===== src/hdl/cfme_pkg.sv =====
// shared types and constants for the card frame match and enroll core
package cfme_pkg;

   // table size and derived widths
   localparam int TABLE_ENTRIES = 4;
   localparam int CNT_W = $clog2(TABLE_ENTRIES + 1);
   localparam int IDX_W = (TABLE_ENTRIES > 1) ? $clog2(TABLE_ENTRIES) : 1;

   // frame layout
   localparam int HDR_LEN = 7;
   localparam int POS_W = 4;
   localparam logic [POS_W-1:0] POS_HDR_END = POS_W'(HDR_LEN);
   localparam logic [POS_W-1:0] POS_LAST = POS_W'(10);
   localparam logic [7:0] HDR_BYTES [0:HDR_LEN-1] = '{
      8'h04, 8'h0c, 8'h02, 8'h30, 8'h00, 8'h04, 8'h00
   };

   // lock modes
   localparam logic [1:0] MODE_VERIFY = 2'd0;
   localparam logic [1:0] MODE_ENROLL = 2'd1;

   // result codes
   localparam logic [1:0] OUT_GRANTED = 2'd0;
   localparam logic [1:0] OUT_DENIED = 2'd1;
   localparam logic [1:0] OUT_ENROLLED = 2'd2;
   localparam logic [1:0] OUT_SKIPPED = 2'd3;

   // frame tracker to top: completed frame info
   typedef struct packed {
      logic last;
      logic [31:0] id;
   } frame_info_type;

   // card table to top: lookup status
   typedef struct packed {
      logic hit;
      logic full;
   } table_status_type;

endpackage


===== src/hdl/cfme_frame.sv =====
// frame tracker: header match and identifier byte capture
module cfme_frame (
   input  logic                    clock,
   input  logic                    reset,
   input  logic                    step,
   input  logic [7:0]              rx_byte,
   output cfme_pkg::frame_info_type frame
);
   import cfme_pkg::*;

   logic [POS_W-1:0] pos_ff, pos_in;
   logic [7:0]       id_bytes_ff [0:2];
   logic [7:0]       id_bytes_in [0:2];
   logic [1:0]       id_sel;

   assign id_sel = 2'(pos_ff - POS_HDR_END);

   // next position and captured id bytes
   always_comb begin
      pos_in = pos_ff;
      id_bytes_in = id_bytes_ff;
      if (pos_ff < POS_HDR_END) begin
         if (rx_byte == HDR_BYTES[pos_ff[2:0]]) begin
            pos_in = pos_ff + POS_W'(1);
         end else begin
            pos_in = '0;
         end
      end else if (pos_ff < POS_LAST) begin
         id_bytes_in[id_sel] = rx_byte;
         pos_in = pos_ff + POS_W'(1);
      end else begin
         pos_in = '0;
      end
   end

   // state registers
   always_ff @(posedge clock) begin
      if (reset) begin
         pos_ff <= '0;
         id_bytes_ff <= '{8'h00, 8'h00, 8'h00};
      end else if (step) begin
         pos_ff <= pos_in;
         id_bytes_ff <= id_bytes_in;
      end
   end

   // frame completes on the last identifier byte
   assign frame.last = (pos_ff == POS_LAST);
   assign frame.id = {id_bytes_ff[0], id_bytes_ff[1], id_bytes_ff[2], rx_byte};

endmodule


===== src/hdl/cfme_table.sv =====
// card table: enrolled ids, fill count and parallel lookup
module cfme_table (
   input  logic                      clock,
   input  logic                      reset,
   input  logic                      enroll_we,
   input  logic [31:0]               card_id,
   output cfme_pkg::table_status_type status
);
   import cfme_pkg::*;

   logic [31:0]      table_ff [0:TABLE_ENTRIES-1];
   logic [CNT_W-1:0] count_ff;
   logic             hit;

   // compare against every filled entry at once
   always_comb begin
      hit = 1'b0;
      for (int i = 0; i < TABLE_ENTRIES; i++) begin
         if ((CNT_W'(i) < count_ff) && (table_ff[i] == card_id)) begin
            hit = 1'b1;
         end
      end
   end

   assign status.hit = hit;
   assign status.full = (count_ff == CNT_W'(TABLE_ENTRIES));

   // fill count
   always_ff @(posedge clock) begin
      if (reset) begin
         count_ff <= '0;
      end else if (enroll_we) begin
         count_ff <= count_ff + CNT_W'(1);
      end
   end

   // entry storage, no reset
   always_ff @(posedge clock) begin
      if (enroll_we) begin
         table_ff[count_ff[IDX_W-1:0]] <= card_id;
      end
   end

endmodule


===== src/hdl/card_frame_match_and_enroll_core.sv =====
// top level: input word register, frame/table logic, result register
// Takes one reader byte per cycle with the lock mode alongside it, while the
// result register is free or draining. A word is resolved while it sits in
// the input register and its result is loaded into the result register when
// the input register steps; a new word is taken every cycle while the result
// register drains. Each completed seven-byte header plus four id bytes yields
// one result in verify or enroll mode and none in other modes.
// The enrolled-card compare covers all table entries in parallel, so the
// table size does not change the rate. The table is empty after reset.
module card_frame_match_and_enroll_core (
   input  logic        clock,
   input  logic        reset,
   input  logic        req_valid,
   output logic        req_ready,
   input  logic [7:0]  req_rx_byte,
   input  logic [1:0]  req_lock_mode,
   output logic        rsp_valid,
   input  logic        rsp_ready,
   output logic [31:0] rsp_card_id,
   output logic [1:0]  rsp_outcome
);
   import cfme_pkg::*;

   logic             in_valid_ff;
   logic [7:0]       rx_byte_ff;
   logic [1:0]       lock_mode_ff;
   logic             step;
   logic             enroll_we;
   logic             emit;
   logic [1:0]       outcome_in;
   logic             rsp_valid_ff;
   logic [31:0]      card_id_ff;
   logic [1:0]       outcome_ff;
   frame_info_type   frame;
   table_status_type status;

   // stage advances when the result register is free or draining
   assign step = in_valid_ff && (!rsp_valid_ff || rsp_ready);
   assign req_ready = !in_valid_ff || step;

   // input word register
   always_ff @(posedge clock) begin
      if (reset) begin
         in_valid_ff <= 1'b0;
      end else if (req_ready) begin
         in_valid_ff <= req_valid;
      end
   end

   always_ff @(posedge clock) begin
      if (req_valid && req_ready) begin
         rx_byte_ff <= req_rx_byte;
         lock_mode_ff <= req_lock_mode;
      end
   end

   cfme_frame u_frame (
      .clock   (clock),
      .reset   (reset),
      .step    (step),
      .rx_byte (rx_byte_ff),
      .frame   (frame)
   );

   assign enroll_we = step && frame.last && (lock_mode_ff == MODE_ENROLL) && !status.full;

   cfme_table u_table (
      .clock     (clock),
      .reset     (reset),
      .enroll_we (enroll_we),
      .card_id   (frame.id),
      .status    (status)
   );

   // outcome decode
   assign emit = frame.last && ((lock_mode_ff == MODE_VERIFY) || (lock_mode_ff == MODE_ENROLL));

   always_comb begin
      case (lock_mode_ff)
         MODE_VERIFY: outcome_in = status.hit ? OUT_GRANTED : OUT_DENIED;
         MODE_ENROLL: outcome_in = status.full ? OUT_SKIPPED : OUT_ENROLLED;
         default:     outcome_in = OUT_DENIED;
      endcase
   end

   // result register
   always_ff @(posedge clock) begin
      if (reset) begin
         rsp_valid_ff <= 1'b0;
      end else if (step) begin
         rsp_valid_ff <= emit;
      end else if (rsp_ready) begin
         rsp_valid_ff <= 1'b0;
      end
   end

   always_ff @(posedge clock) begin
      if (step && emit) begin
         card_id_ff <= frame.id;
         outcome_ff <= outcome_in;
      end
   end

   assign rsp_valid = rsp_valid_ff;
   assign rsp_card_id = card_id_ff;
   assign rsp_outcome = outcome_ff;

endmodule

===== config.mk =====
export PLATFORM = sky130hd
export DESIGN_NAME = card_frame_match_and_enroll_core
export DESIGN_NICKNAME = d
export VERILOG_FILES = /design/src/hdl/cfme_pkg.sv /design/src/hdl/cfme_frame.sv /design/src/hdl/cfme_table.sv /design/src/hdl/card_frame_match_and_enroll_core.sv
export SDC_FILE = /design/constraint.sdc
export NUM_CORES = 1
export LEC_CHECK = 0
export ABC_AREA = 1
export BUFFER_PORTS_ARGS = -buffer_cell sky130_fd_sc_hd__buf_2
export CORE_UTILIZATION = 55
export CTS_CLUSTER_DIAMETER = 120
export DETAILED_ROUTE_END_ITERATION = 8
export GPL_TIMING_DRIVEN = 0
export PLACE_DENSITY = 0.77
export RECOVER_POWER = 25
export SLEW_MARGIN = 20
export SYNTH_ARGS = -nofsm -noshare
export SYNTH_HDL_FRONTEND = slang
export SYNTH_SLANG_ARGS = --single-unit

===== constraint.sdc =====
create_clock -name clock -period 3.9 [get_ports clock]
set_clock_uncertainty 0.15 [all_clocks]
set_input_delay 0.195 -clock clock [delete_from_list [all_inputs] [get_ports clock]]
set_output_delay 0.195 -clock clock [all_outputs]
set_load 0.01 [all_outputs]

# Word-level counts from Yosys, hierarchy flattened
# Memory sizes are Yosys's and may differ from the RTL's.
# Index checks and enable logic that the tools add are counted.
dict set report word_totals {
  word_cells 76
  ramBits 128
  mem_bits_ro 64
  register_bits 77
  input_bits 14
  mem_count 2
}
dict set report classes {
  reduce_logical 21
  add_sub_neg 3
  n_lt_le_gt_ge 9
  bitwise_logic 3
  eq_ne 8
  mux 19
}
# name words width read_ports rd_clocked_by_memory_dff wr line_no
set mem_list {}
lappend mem_list {u_table.table_ff 4 32 4 0 1 cfme_table.sv:11} ;# logic [31:0] table_ff [0:TABLE_ENTRIES-1];
lappend mem_list {{(name not given)} 8 8 1 0 0 cfme_frame.sv:23} ;# if (rx_byte == HDR_BYTES[pos_ff[2:0]]) begin
# op n
set op_table {}
lappend op_table {{$eq 32x32->1} 4}
lappend op_table {{$bwmux 24} 1}
lappend op_table {{$mux 8} 3}
lappend op_table {{$demux 8 s2} 1}
lappend op_table {{$logic_and 1x1->1} 12}
lappend op_table {{$mux 4} 3}
lappend op_table {{$mux 1} 10}
lappend op_table {{$eq 8x8->1} 1}
lappend op_table {{$lt 1x3->1 const A} 2}
lappend op_table {{$lt 2x3->1 const A} 2}
lappend op_table {{$add 4x1->4 const B} 1}
lappend op_table {{$eq 4x4->1 const B} 1}
lappend op_table {{$ge 4x4->1 const B} 1}
lappend op_table {{$lt 4x3->1 const B} 1}
lappend op_table {{$lt 4x4->1 const B} 1}
lappend op_table {{$not 3->4} 1}
lappend op_table {{$pmux 2 s2} 1}
lappend op_table {{$add 3x1->3 const B} 1}
lappend op_table {{$eq 3x3->1 const B} 1}
lappend op_table {{$ge 3x3->1 const B} 1}
lappend op_table {{$logic_not 1->1} 3}
lappend op_table {{$logic_or 1x1->1} 3}
lappend op_table {{$lt 3x1->1 const B} 1}
lappend op_table {{$not 2->3} 1}
lappend op_table {{6 further kinds} 6}

# Longest topological paths before layout
# Gate-level depths: netlist (run 1).
dict set report logic_depth {
  ltp_word 8
  mapped_depth 12
  ltp_nobuf 11
}

# Cells and area by module
# From an unflattened synthesis (run 1), not the netlist that was laid out.
dict set report hier_totals {
  cells_unflattened 893
  hier_area_um2 8989.9
}
# mod seq_area_each_um2 cells_per_inst area_each_um2 instances
set by_module_without_submodules {}
lappend by_module_without_submodules {cfme_table 3903.7 644 6184.7 1}
lappend by_module_without_submodules {card_frame_match_and_enroll_core 1361.3 68 1462.7 1}
lappend by_module_without_submodules {cfme_frame 560.5 181 1342.5 1}

# Least setup slack after synthesis (run 1)
# OpenSTA, ideal clock, no wires.
dict set report synth_path {
  kind {register to register}
  start {register u_frame.pos_ff[0]}
  end {memory u_table.table_ff[0][0] (enable)}
  arrival_time_ns 2.357
  slack_ns 0.972
  setup_time_ns 0.421
  path_stages_with_launch 9
  t_required_ns 3.329
  cell_sequence {dfxtp_1 -> inv_1 -> ha_1 -> nand2_1 -> nor3_2 -> nand2_1 -> nor2_2 -> inv_2 -> nor2_1}
}
dict set report synth_between {
  elab_chain_len 6
}
# element line_no
set synth_rtl {}
lappend synth_rtl {{from (decl)} cfme_frame.sv:11} ;# logic [POS_W-1:0] pos_ff, pos_in;
lappend synth_rtl {{from (signal assigned)} cfme_frame.sv:42} ;# pos_ff <= pos_in;
lappend synth_rtl {{$eq 4x4->1} cfme_frame.sv:48} ;# assign frame.last = (pos_ff == POS_LAST);
lappend synth_rtl {{$logic_and 1x1->1 (3 in a row)} card_frame_match_and_enroll_core.sv:65} ;# assign enroll_we = step && frame.last && (lock_mode_ff == MODE_ENROLL) && !status.full;
lappend synth_rtl {{$mux 1} cfme_table.sv:39} ;# if (enroll_we) begin
lappend synth_rtl {{$mux 1 (not written as such)} cfme_table.sv:40} ;# table_ff[count_ff[IDX_W-1:0]] <= card_id;
lappend synth_rtl {{to (decl)} cfme_table.sv:11}
# No other way between the ends.

# Worst setup path after layout (run 1)
dict set report layout_path {
  start {register u_table.count_ff[0]}
  end {memory u_table.table_ff[2][31] (enable)}
}
dict set report layout_between {
  elab_chain_len 5
}
# element line_no
set layout_rtl {}
lappend layout_rtl {{from (decl)} cfme_table.sv:12} ;# logic [CNT_W-1:0] count_ff;
lappend layout_rtl {{from (signal assigned)} cfme_table.sv:33} ;# count_ff <= count_ff + CNT_W'(1);
lappend layout_rtl {{$eq 3x3->1} cfme_table.sv:26} ;# assign status.full = (count_ff == CNT_W'(TABLE_ENTRIES));
lappend layout_rtl {{$logic_not 1->1} card_frame_match_and_enroll_core.sv:65}
lappend layout_rtl {{$logic_and 1x1->1} card_frame_match_and_enroll_core.sv:65}
lappend layout_rtl {{$mux 1} cfme_table.sv:39}
lappend layout_rtl {{$mux 1 (not written as such)} cfme_table.sv:40}
# Parallel ways exist; a longest one is shown, timed or not.

==> flow_summary.ini, run 1 <==
[routing]
vias = 5874
routedWlPerCell_um = 17.8
drc = 0
totalWireLength_um = 19700
via_per_inst = 5.30
drtIter0Drc = 649
postRouteAntennaNets = 0
drtPass1Iterations = 5

[synth]
ys_warn_count = 0
seq_area_frac_synth = 0.669
syn_area_mm2 = 0.00870
synth_cell_types = 35
syn-num-nets = 818
syn_inst = 795
yosysTopAreaCell = edfxtp_1
ys_ff_latch = 205
synthTopCellsByArea = edfxtp_1, nand2_1, dfxtp_1, inv_1, xnor2_1
syn_area_per_cell_um2 = 10.9
yosys.area.top_type_share = 0.593

[final_layout]
multi_input_area_mm2 = 0.00242
fill_cells = 1203
area_delta_synth_final_pct = 15.9
drive_gt1_frac = 0.144
final_area_mm2 = 0.0101
layout_commonest_cell = nand2_1
ff_latch_area_mm2 = 0.00583
n_antenna_cell = 0
mostFrequentLayoutCells = nand2_1, edfxtp_1, inv_1
nNetsFinal = 907

[grt]
overflow = 0
grt_pass1_vias = 5542
antenna_found_initial = 0
grt_pass1_wl_um = 30400
grt_usage = 0.253
grt_start_max_net_pins = 35

[setup_path]
worstPathArrival_ns = 2.46
path_cells = inv_1 -> ha_1 -> nand2_1 -> nand2_1 -> nor2_2 -> inv_2 -> nor2_4 -> buf_16
crit_type = reg -> reg
crit_top_cell = nand2_1
cp_max_fo = 17
critPathLaunchType = flip-flop
worstSetupEndpointType = flip-flop
max_stage_delay_ns = 0.51
crit_buf_inv = 3
cpMaxStageDelayCell = nor2_4
cpLargestDelayFamily = simple AND/OR/NAND/NOR gates
crit_required_ns = 3.95

[timing]
slew_viol_final = 0
final.min_clock_period_ns = 2.42
rsz0062_at_grt = no
fmax_ghz = 0.414
finalHoldViolations = 0
fin_tns_setup_ns = 0
worstMarginPinSlew_ns = 0.748
period_share = 0.619
relSlewSlack = 0.501
final-setup-viol-count = 0

[cts]
cts_resized = 0
ctsHoldBuffers = 13
cts_root_buf = clkbuf_16
cts_setup_buffers = 0
clock_sinks = 205
cts_buffer_depth = 3
insertion_delay_ns = 0.49
cts_inserted_buffers = 21
cts.clk_slew.worst_paths_ns = 0.06
cts_max_level = 1
cts_tree = yes

[power_and_ir_drop]
leakage_nw = 3.99
p_total_mw = 4.34
peakVddDrop_uv = 362
pwr_density_cell_mw_per_mm2 = 431

[floorplan]
core_area_mm2 = 0.0153
die_y_um = 128
die_w_um = 128
rows = 45
start_util = 0.568
io_pins = 50
die_area_mm2 = 0.0163

[status]
outcome = finished clean

[place]
place_area_mm2 = 0.00934
dp_hpwl_um = 13400
io_buffers = 49
gp_congestion = 0.918

[run]
max_cap_violations = 0

[worst_hold_path]
hp-class = in -> reg
-- cells in the mapped netlist, drive strengths merged --
master	count
a21oi	30
nand2	212
clkbuf	5
nand3	17
o21bai	1
or2	7
dfxtp	33
buf	9
o221ai	1
nor3	10
xor2	24
o211ai	1
a22o	1
nand4	8
nor2	69
xnor2	28
inv	103
o22ai	3
edfxtp	172
nor4	1
o21ai	51
ha	9
-- report_power, final --
group	switching, mW	total [mW]	internal (mW)
Combinational	0.0725	0.116	0.0436
Sequential	0.0248	2.39	2.36
Clock	0.781	1.84	1.05
Total	0.879	4.34	3.46
-- routing by layer --
layer,track usage,vias up,wire length (µm)
li1,-,2795,-
met1,0.341,2786,8380
met2,0.416,252,9260
met3,0.0426,41,1450
met4,0.0934,0,654
met5,0,-,0
-- per-stage QoR --
step	instances	util	hold WS, ns	worst slack (ns)
after floorplan	795	-	0.114	0.972
after global placement	1055	0.602	0.221	-0.129
after detailed placement	1059	0.610	0.223	1.48
after CTS	1109	0.658	0.136	1.47
after global routing	1109	0.658	0.196	1.33
final	1109	0.658	0.164	1.48
-- registers in the layout, indices dropped and copies added (netlist names), 2 cells and up --
name and count:
rsp_outcome 2, u_frame.pos_ff 4, u_table.count_ff 3, rx_byte_ff 8, lock_mode_ff 2, rsp_card_id 32, u_table.table_ff 128, u_frame.frame 24
-- worst register-to-register path: stages, from the launching register on --
cell     delay, ns
dfxtp_1       0.43
inv_1         0.15
ha_1          0.24
nand2_1       0.09
nand2_1       0.06
nor2_2        0.11
inv_2         0.12
nor2_4        0.51
buf_16        0.24
-- path summary, 6_finish.rpt --
kind	start	end	slack (ns)	cells past startpoint
worst max-delay path	u_table.count_ff[0]	u_table.table_ff[2][31]	1.48	8
worst min-delay path	req_valid	rx_byte_ff[0]	0.16	3
worst max register to register	u_table.count_ff[0]	u_table.table_ff[2][31]	1.48	8
worst min register to register	rsp_valid	rsp_valid	0.36	2
-- kinds of logic after synthesis --
family          after synthesis  share of synthesized area
simple gates                324                      0.157
flops                       205                      0.669
buf+inv                     117                     0.0558
compound gates               88                     0.0529
xor+xnor                     52                     0.0523
fa+ha+maj                     9                     0.0129
-- cell type report --
class / instances / share of cell area
tap: 211 / 0.0262
sequential: 205 / 0.578
inverter: 103 / 0.0383
multi-input combinational: 473 / 0.240
timing repair buffer: 66 / 0.0467
buffer: 14 / 0.00980
clock buffer: 34 / 0.0599
clock inverter: 3 / 0.00136
Note: power is estimated with default switching activity, not from simulation.
==> run 2, diff against run 1 <==
--- a/config.mk
+++ b/config.mk
@@ -11,7 +11,7 @@
 export CTS_CLUSTER_DIAMETER = 120
 export DETAILED_ROUTE_END_ITERATION = 8
 export GPL_TIMING_DRIVEN = 0
-export PLACE_DENSITY = 0.77
+export PLACE_DENSITY = 0.8
 export RECOVER_POWER = 25
 export SLEW_MARGIN = 20
 export SYNTH_ARGS = -nofsm -noshare
==> constraint.sdc (replaced) <==
create_clock -name clock -period 1.96 [get_ports clock]
set_clock_uncertainty 0.15 [all_clocks]
set_input_delay 0.098 -clock clock [delete_from_list [all_inputs] [get_ports clock]]
set_output_delay 0.098 -clock clock [all_outputs]
set_load 0.01 [all_outputs]
==> flow_summary.ini, run 2 (synthesis results as in run 1) <==
[status]
outcome = finished, violations left
violations = setup timing

[setup_path]
worstPathArrival_ns = 2.16
cpMaxStageDelayCell = dfxtp_4
crit_buf_inv = 4
worstSetupEndpointType = flip-flop
cpLargestDelayFamily = simple AND/OR/NAND/NOR gates
max_stage_delay_ns = 0.35
cp_max_fo = 5
crit_required_ns = 2.04
crit_top_cell = nor2_4
path_cells = inv_4 -> ha_4 -> nand2_4 -> nor3_4 -> nand2_2 -> nor2_4 -> clkinv_8 -> buf_8 -> nor2_4 -> clkbuf_16
crit_type = reg -> reg
critPathLaunchType = flip-flop

[cts]
cts_inserted_buffers = 22
clock_sinks = 205
cts_root_buf = clkbuf_16
cts_tree = yes
cts_buffer_depth = 3
cts.clk_slew.worst_paths_ns = 0.07
insertion_delay_ns = 0.51
cts_max_level = 1

[final_layout]
area_delta_synth_final_pct = 24.8
mostFrequentLayoutCells = nand2_1, edfxtp_1, inv_1
drive_gt1_frac = 0.239
fill_cells = 1039
layout_commonest_cell = nand2_1
nNetsFinal = 953
largest_reg_flops = 128
n_antenna_cell = 0
instances_no_fill = 1157

[routing]
drtPass1Iterations = 5
via_per_inst = 5.47
drc = 0
postRouteAntennaNets = 0
vias = 6332
totalWireLength_um = 22700
routedWlPerCell_um = 19.6
drtIter0Drc = 793

[power_and_ir_drop]
switching_share = 0.216
seqPwrFrac = 0.513
peakVddDrop_uv = 876
leakage_nw = 4.33
pwr_density_cell_mw_per_mm2 = 848
clock_power_share = 0.450
p_total_mw = 9.22
intPower_mw = 7.22
comb_power_share = 0.037
switching_power_mw = 2.00

[grt]
antenna_found_initial = 0
grt_pass1_vias = 5931
grt_usage = 0.279
grt_pass1_wl_um = 33200
grt_start_max_net_pins = 35
overflow = 0

[place]
dp_cells = 1055
io_buffers = 49
post-place-ws_ns = -0.632
gp_congestion = 0.898
dp_hpwl_um = 13000

[floorplan]
die_area_mm2 = 0.0163
die_w_um = 128
rows = 45
core_area_mm2 = 0.0153
start_util = 0.568
io_pins = 50
die_y_um = 128

[timing]
rsz0062_at_grt = yes
final-setup-viol-count = 65
finalHoldViolations = 0
final.min_clock_period_ns = 2.08
relSlewSlack = 0.595
worstMarginPinSlew_ns = 0.608
fin_ws_ns = -0.118
slew_viol_final = 0
period_share = 1.06
fmax_ghz = 0.481

[worst_hold_path]
hp-class = in -> reg

[run]
max_cap_violations = 0
-- run 2: metrics by stage --
stage	utilization	hold WS (ns)	cell area, µm²	TNS (ns)
after detailed placement	0.605	0.126	9260	-78.99
after CTS	0.692	0.142	10600	0
after global routing	0.709	0.146	10900	-7.08
final	0.709	0.148	10900	-2.56
after global placement	0.605	0.124	9260	-88.73
after floorplan	-	0.0171	8750	-13.26
-- run 2: what timing repair did --
action                                  4_1_cts  5_1_grt
hold buffers                                 15        0
pin swaps                                    10        7
endpoints found under the hold margin        19        0
resized for setup                            33       40
endpoints found under the setup margin      164      136
gates cloned                                  4        2
buffers inserted                             28       13
-- run 2: worst paths after layout --
| check | from | endpoint | slack (ns) | depth (start not counted) |
|---|---|---|---|---|
| max reg2reg | u_frame.pos_ff[0] | u_table.table_ff[0][30] | -0.12 | 10 |
| min reg2reg | u_frame.frame[22] | u_table.table_ff[2][22] | 0.33 | 0 |
| max | u_frame.pos_ff[0] | u_table.table_ff[0][30] | -0.12 | 10 |
| min | req_rx_byte[6] | rx_byte_ff[6] | 0.15 | 2 |
-- run 2: cell type report --
cell class	instances	area, µm²	share of cell area
Inverter	103	409	0.0377
Tap cell	211	264	0.0243
Timing Repair Buffer	107	930	0.0856
Clock inverter	13	119	0.0109
Multi-Input combinational cell	477	2560	0.236
Buffer	14	115	0.0106
Clock buffer	27	611	0.0562
Sequential cell	205	5860	0.539
-- run 2: power groups by stage --
stage	clock network, mW	logic (mW)	registers, mW
3_3_place_gp	0	0.202	4.84
6_report	4.15	0.340	4.73
2_1_floorplan	0	0.140	4.82
4_1_cts	4.16	0.306	4.73
5_1_grt	4.33	0.362	4.73
3_5_place_dp	0	0.208	4.85
-- run 2: layer usage --
| metal | global-route usage | wire length, µm |
|---|---|---|
| met2 | 0.449 | 10700 |
| met1 | 0.377 | 8850 |
| met4 | 0.120 | 1060 |
| met3 | 0.0451 | 2140 |
| met5 | 0 | 0 |
==> run 3, diff against run 2 <==
--- a/config.mk
+++ b/config.mk
@@ -11,7 +11,7 @@
 export CTS_CLUSTER_DIAMETER = 120
 export DETAILED_ROUTE_END_ITERATION = 8
 export GPL_TIMING_DRIVEN = 0
-export PLACE_DENSITY = 0.8
+export PLACE_DENSITY = 0.77
 export RECOVER_POWER = 25
 export SLEW_MARGIN = 20
 export SYNTH_ARGS = -nofsm -noshare
==> constraint.sdc (replaced) <==
create_clock -name clock -period 2 [get_ports clock]
set_clock_uncertainty 0.15 [all_clocks]
set_input_delay 0.1 -clock clock [delete_from_list [all_inputs] [get_ports clock]]
set_output_delay 0.1 -clock clock [all_outputs]
set_load 0.01 [all_outputs]
==> flow_summary.ini, run 3 (synthesis results as in run 1) <==
[place]
dp_hpwl_um = 13200
post-place-ws_ns = -0.616
gp_congestion = 0.874
io_buffers = 49
place_area_mm2 = 0.00926
dp_cells = 1055

[setup_path]
cp_max_fo = 5
worstSetupEndpointType = flip-flop
crit_type = reg -> reg
critPathLaunchType = flip-flop
reg2reg_depth = 9
worstPathArrival_ns = 2.09
crit_required_ns = 2.09

[final_layout]
final_area_mm2 = 0.0106
layout_commonest_cell = nand2_1
multi_input_area_mm2 = 0.00255
final_util = 0.694
fill_cells = 1118
instances_no_fill = 1142
area_delta_synth_final_pct = 22.1
nNetsFinal = 940
mostFrequentLayoutCells = nand2_1, edfxtp_1, inv_1
n_antenna_cell = 0
largest_reg_flops = 128
drive_gt1_frac = 0.216
ff_latch_area_mm2 = 0.00585

[timing]
period_share = 0.999
fin_tns_setup_ns = 0
worstMarginPinSlew_ns = 0.582
relSlewSlack = 0.612
fmax_ghz = 0.500
final-setup-viol-count = 0
fin_hold_ws_ns = 0.0416
slew_viol_final = 0
rsz0062_at_grt = yes
finalHoldViolations = 0
fin_ws_ns = 0.00189
final.min_clock_period_ns = 2.00

[worst_hold_path]
hold_depth = 3
hp-class = in -> reg

[floorplan]
die_area_mm2 = 0.0163
die_y_um = 128
io_pins = 50
core_area_mm2 = 0.0153
die_w_um = 128
start_util = 0.568
rows = 45

[run]
max_cap_violations = 0

[power_and_ir_drop]
leakage_nw = 4.24
peakVddDrop_uv = 884
pwr_density_cell_mw_per_mm2 = 825
p_total_mw = 8.77

[grt]
overflow = 0
grt_pass1_wl_um = 33100
grt_start_max_net_pins = 35
antenna_found_initial = 0
grt_pass1_vias = 5914
grt_usage = 0.278

[status]
outcome = finished clean

[routing]
vias = 6268
routedWlPerCell_um = 19.5
drc = 0
totalWireLength_um = 22300
via_per_inst = 5.49
drtIter0Drc = 653
postRouteAntennaNets = 0
drtPass1Iterations = 5

[cts]
cts_buffer_depth = 3
cts_max_level = 1
cts_inserted_buffers = 21
insertion_delay_ns = 0.49
cts.clk_slew.worst_paths_ns = 0.06
cts_tree = yes
cts_root_buf = clkbuf_16
clock_sinks = 205
[run 3: cell count changes in the layout (fill, tap and decap cells not counted), sizes merged]
cell and change:
bufinv +1, dlygate4sd3 -2, inv -2, clkinvlp -4, clkinv +4, clkbuf -5
buf -7
[run 3: area by class of cell]
class	instances	share of cell area
Buffer	14	0.0109
Inverter	103	0.0375
Tap cell	211	0.0248
Clock buffer	25	0.0518
Timing Repair Buffer	95	0.0754
Clock inverter	12	0.00977
Multi-Input combinational cell	477	0.240
Sequential cell	205	0.550
[run 3: critical path, stage by stage (launching register included)]
cell and delay (ns):
edfxtp_1 0.42, buf_6 0.16, buf_12 0.12, xor2_1 0.17, nor3_2 0.19, nand3_1 0.19, nor2_1 0.14, nor2_1 0.06
nand3_2 0.08, nand2_1 0.06
[run 3: power breakdown]
| part | internal, mW | switching (mW) |
|---|---|---|
| clock | 2.21 | 1.59 |
| sequential | 4.61 | 0.0272 |
| combinational | 0.138 | 0.197 |
| total | 6.96 | 1.81 |
[run 3: timing repair]
item	4_1_cts	5_1_grt
hold buffers	13	0
setup buffers	28	5
hold endpoints to repair	18	0
setup endpoints to repair	164	130
resized for setup	29	20
pin swaps	9	3
cloned	4	0
[run 3: path summary, 6_finish.rpt]
check                          from                       to  slack, ns
setup reg to reg      rx_byte_ff[7]           rsp_outcome[0]      0.002
hold reg to reg   u_frame.frame[14]  u_table.table_ff[3][14]       0.35
hold / removal            req_valid          lock_mode_ff[1]       0.04
setup / recovery      rx_byte_ff[7]           rsp_outcome[0]      0.002
[run 3: routing by layer]
layer	GRT usage	vias up	share of wire	wire length (µm)
met5	0	-	0	0
met4	0.129	0	0.047	1050
met3	0.0530	75	0.092	2050
met2	0.452	335	0.47	10500
met1	0.364	2995	0.39	8690
li1	-	2863	-	-
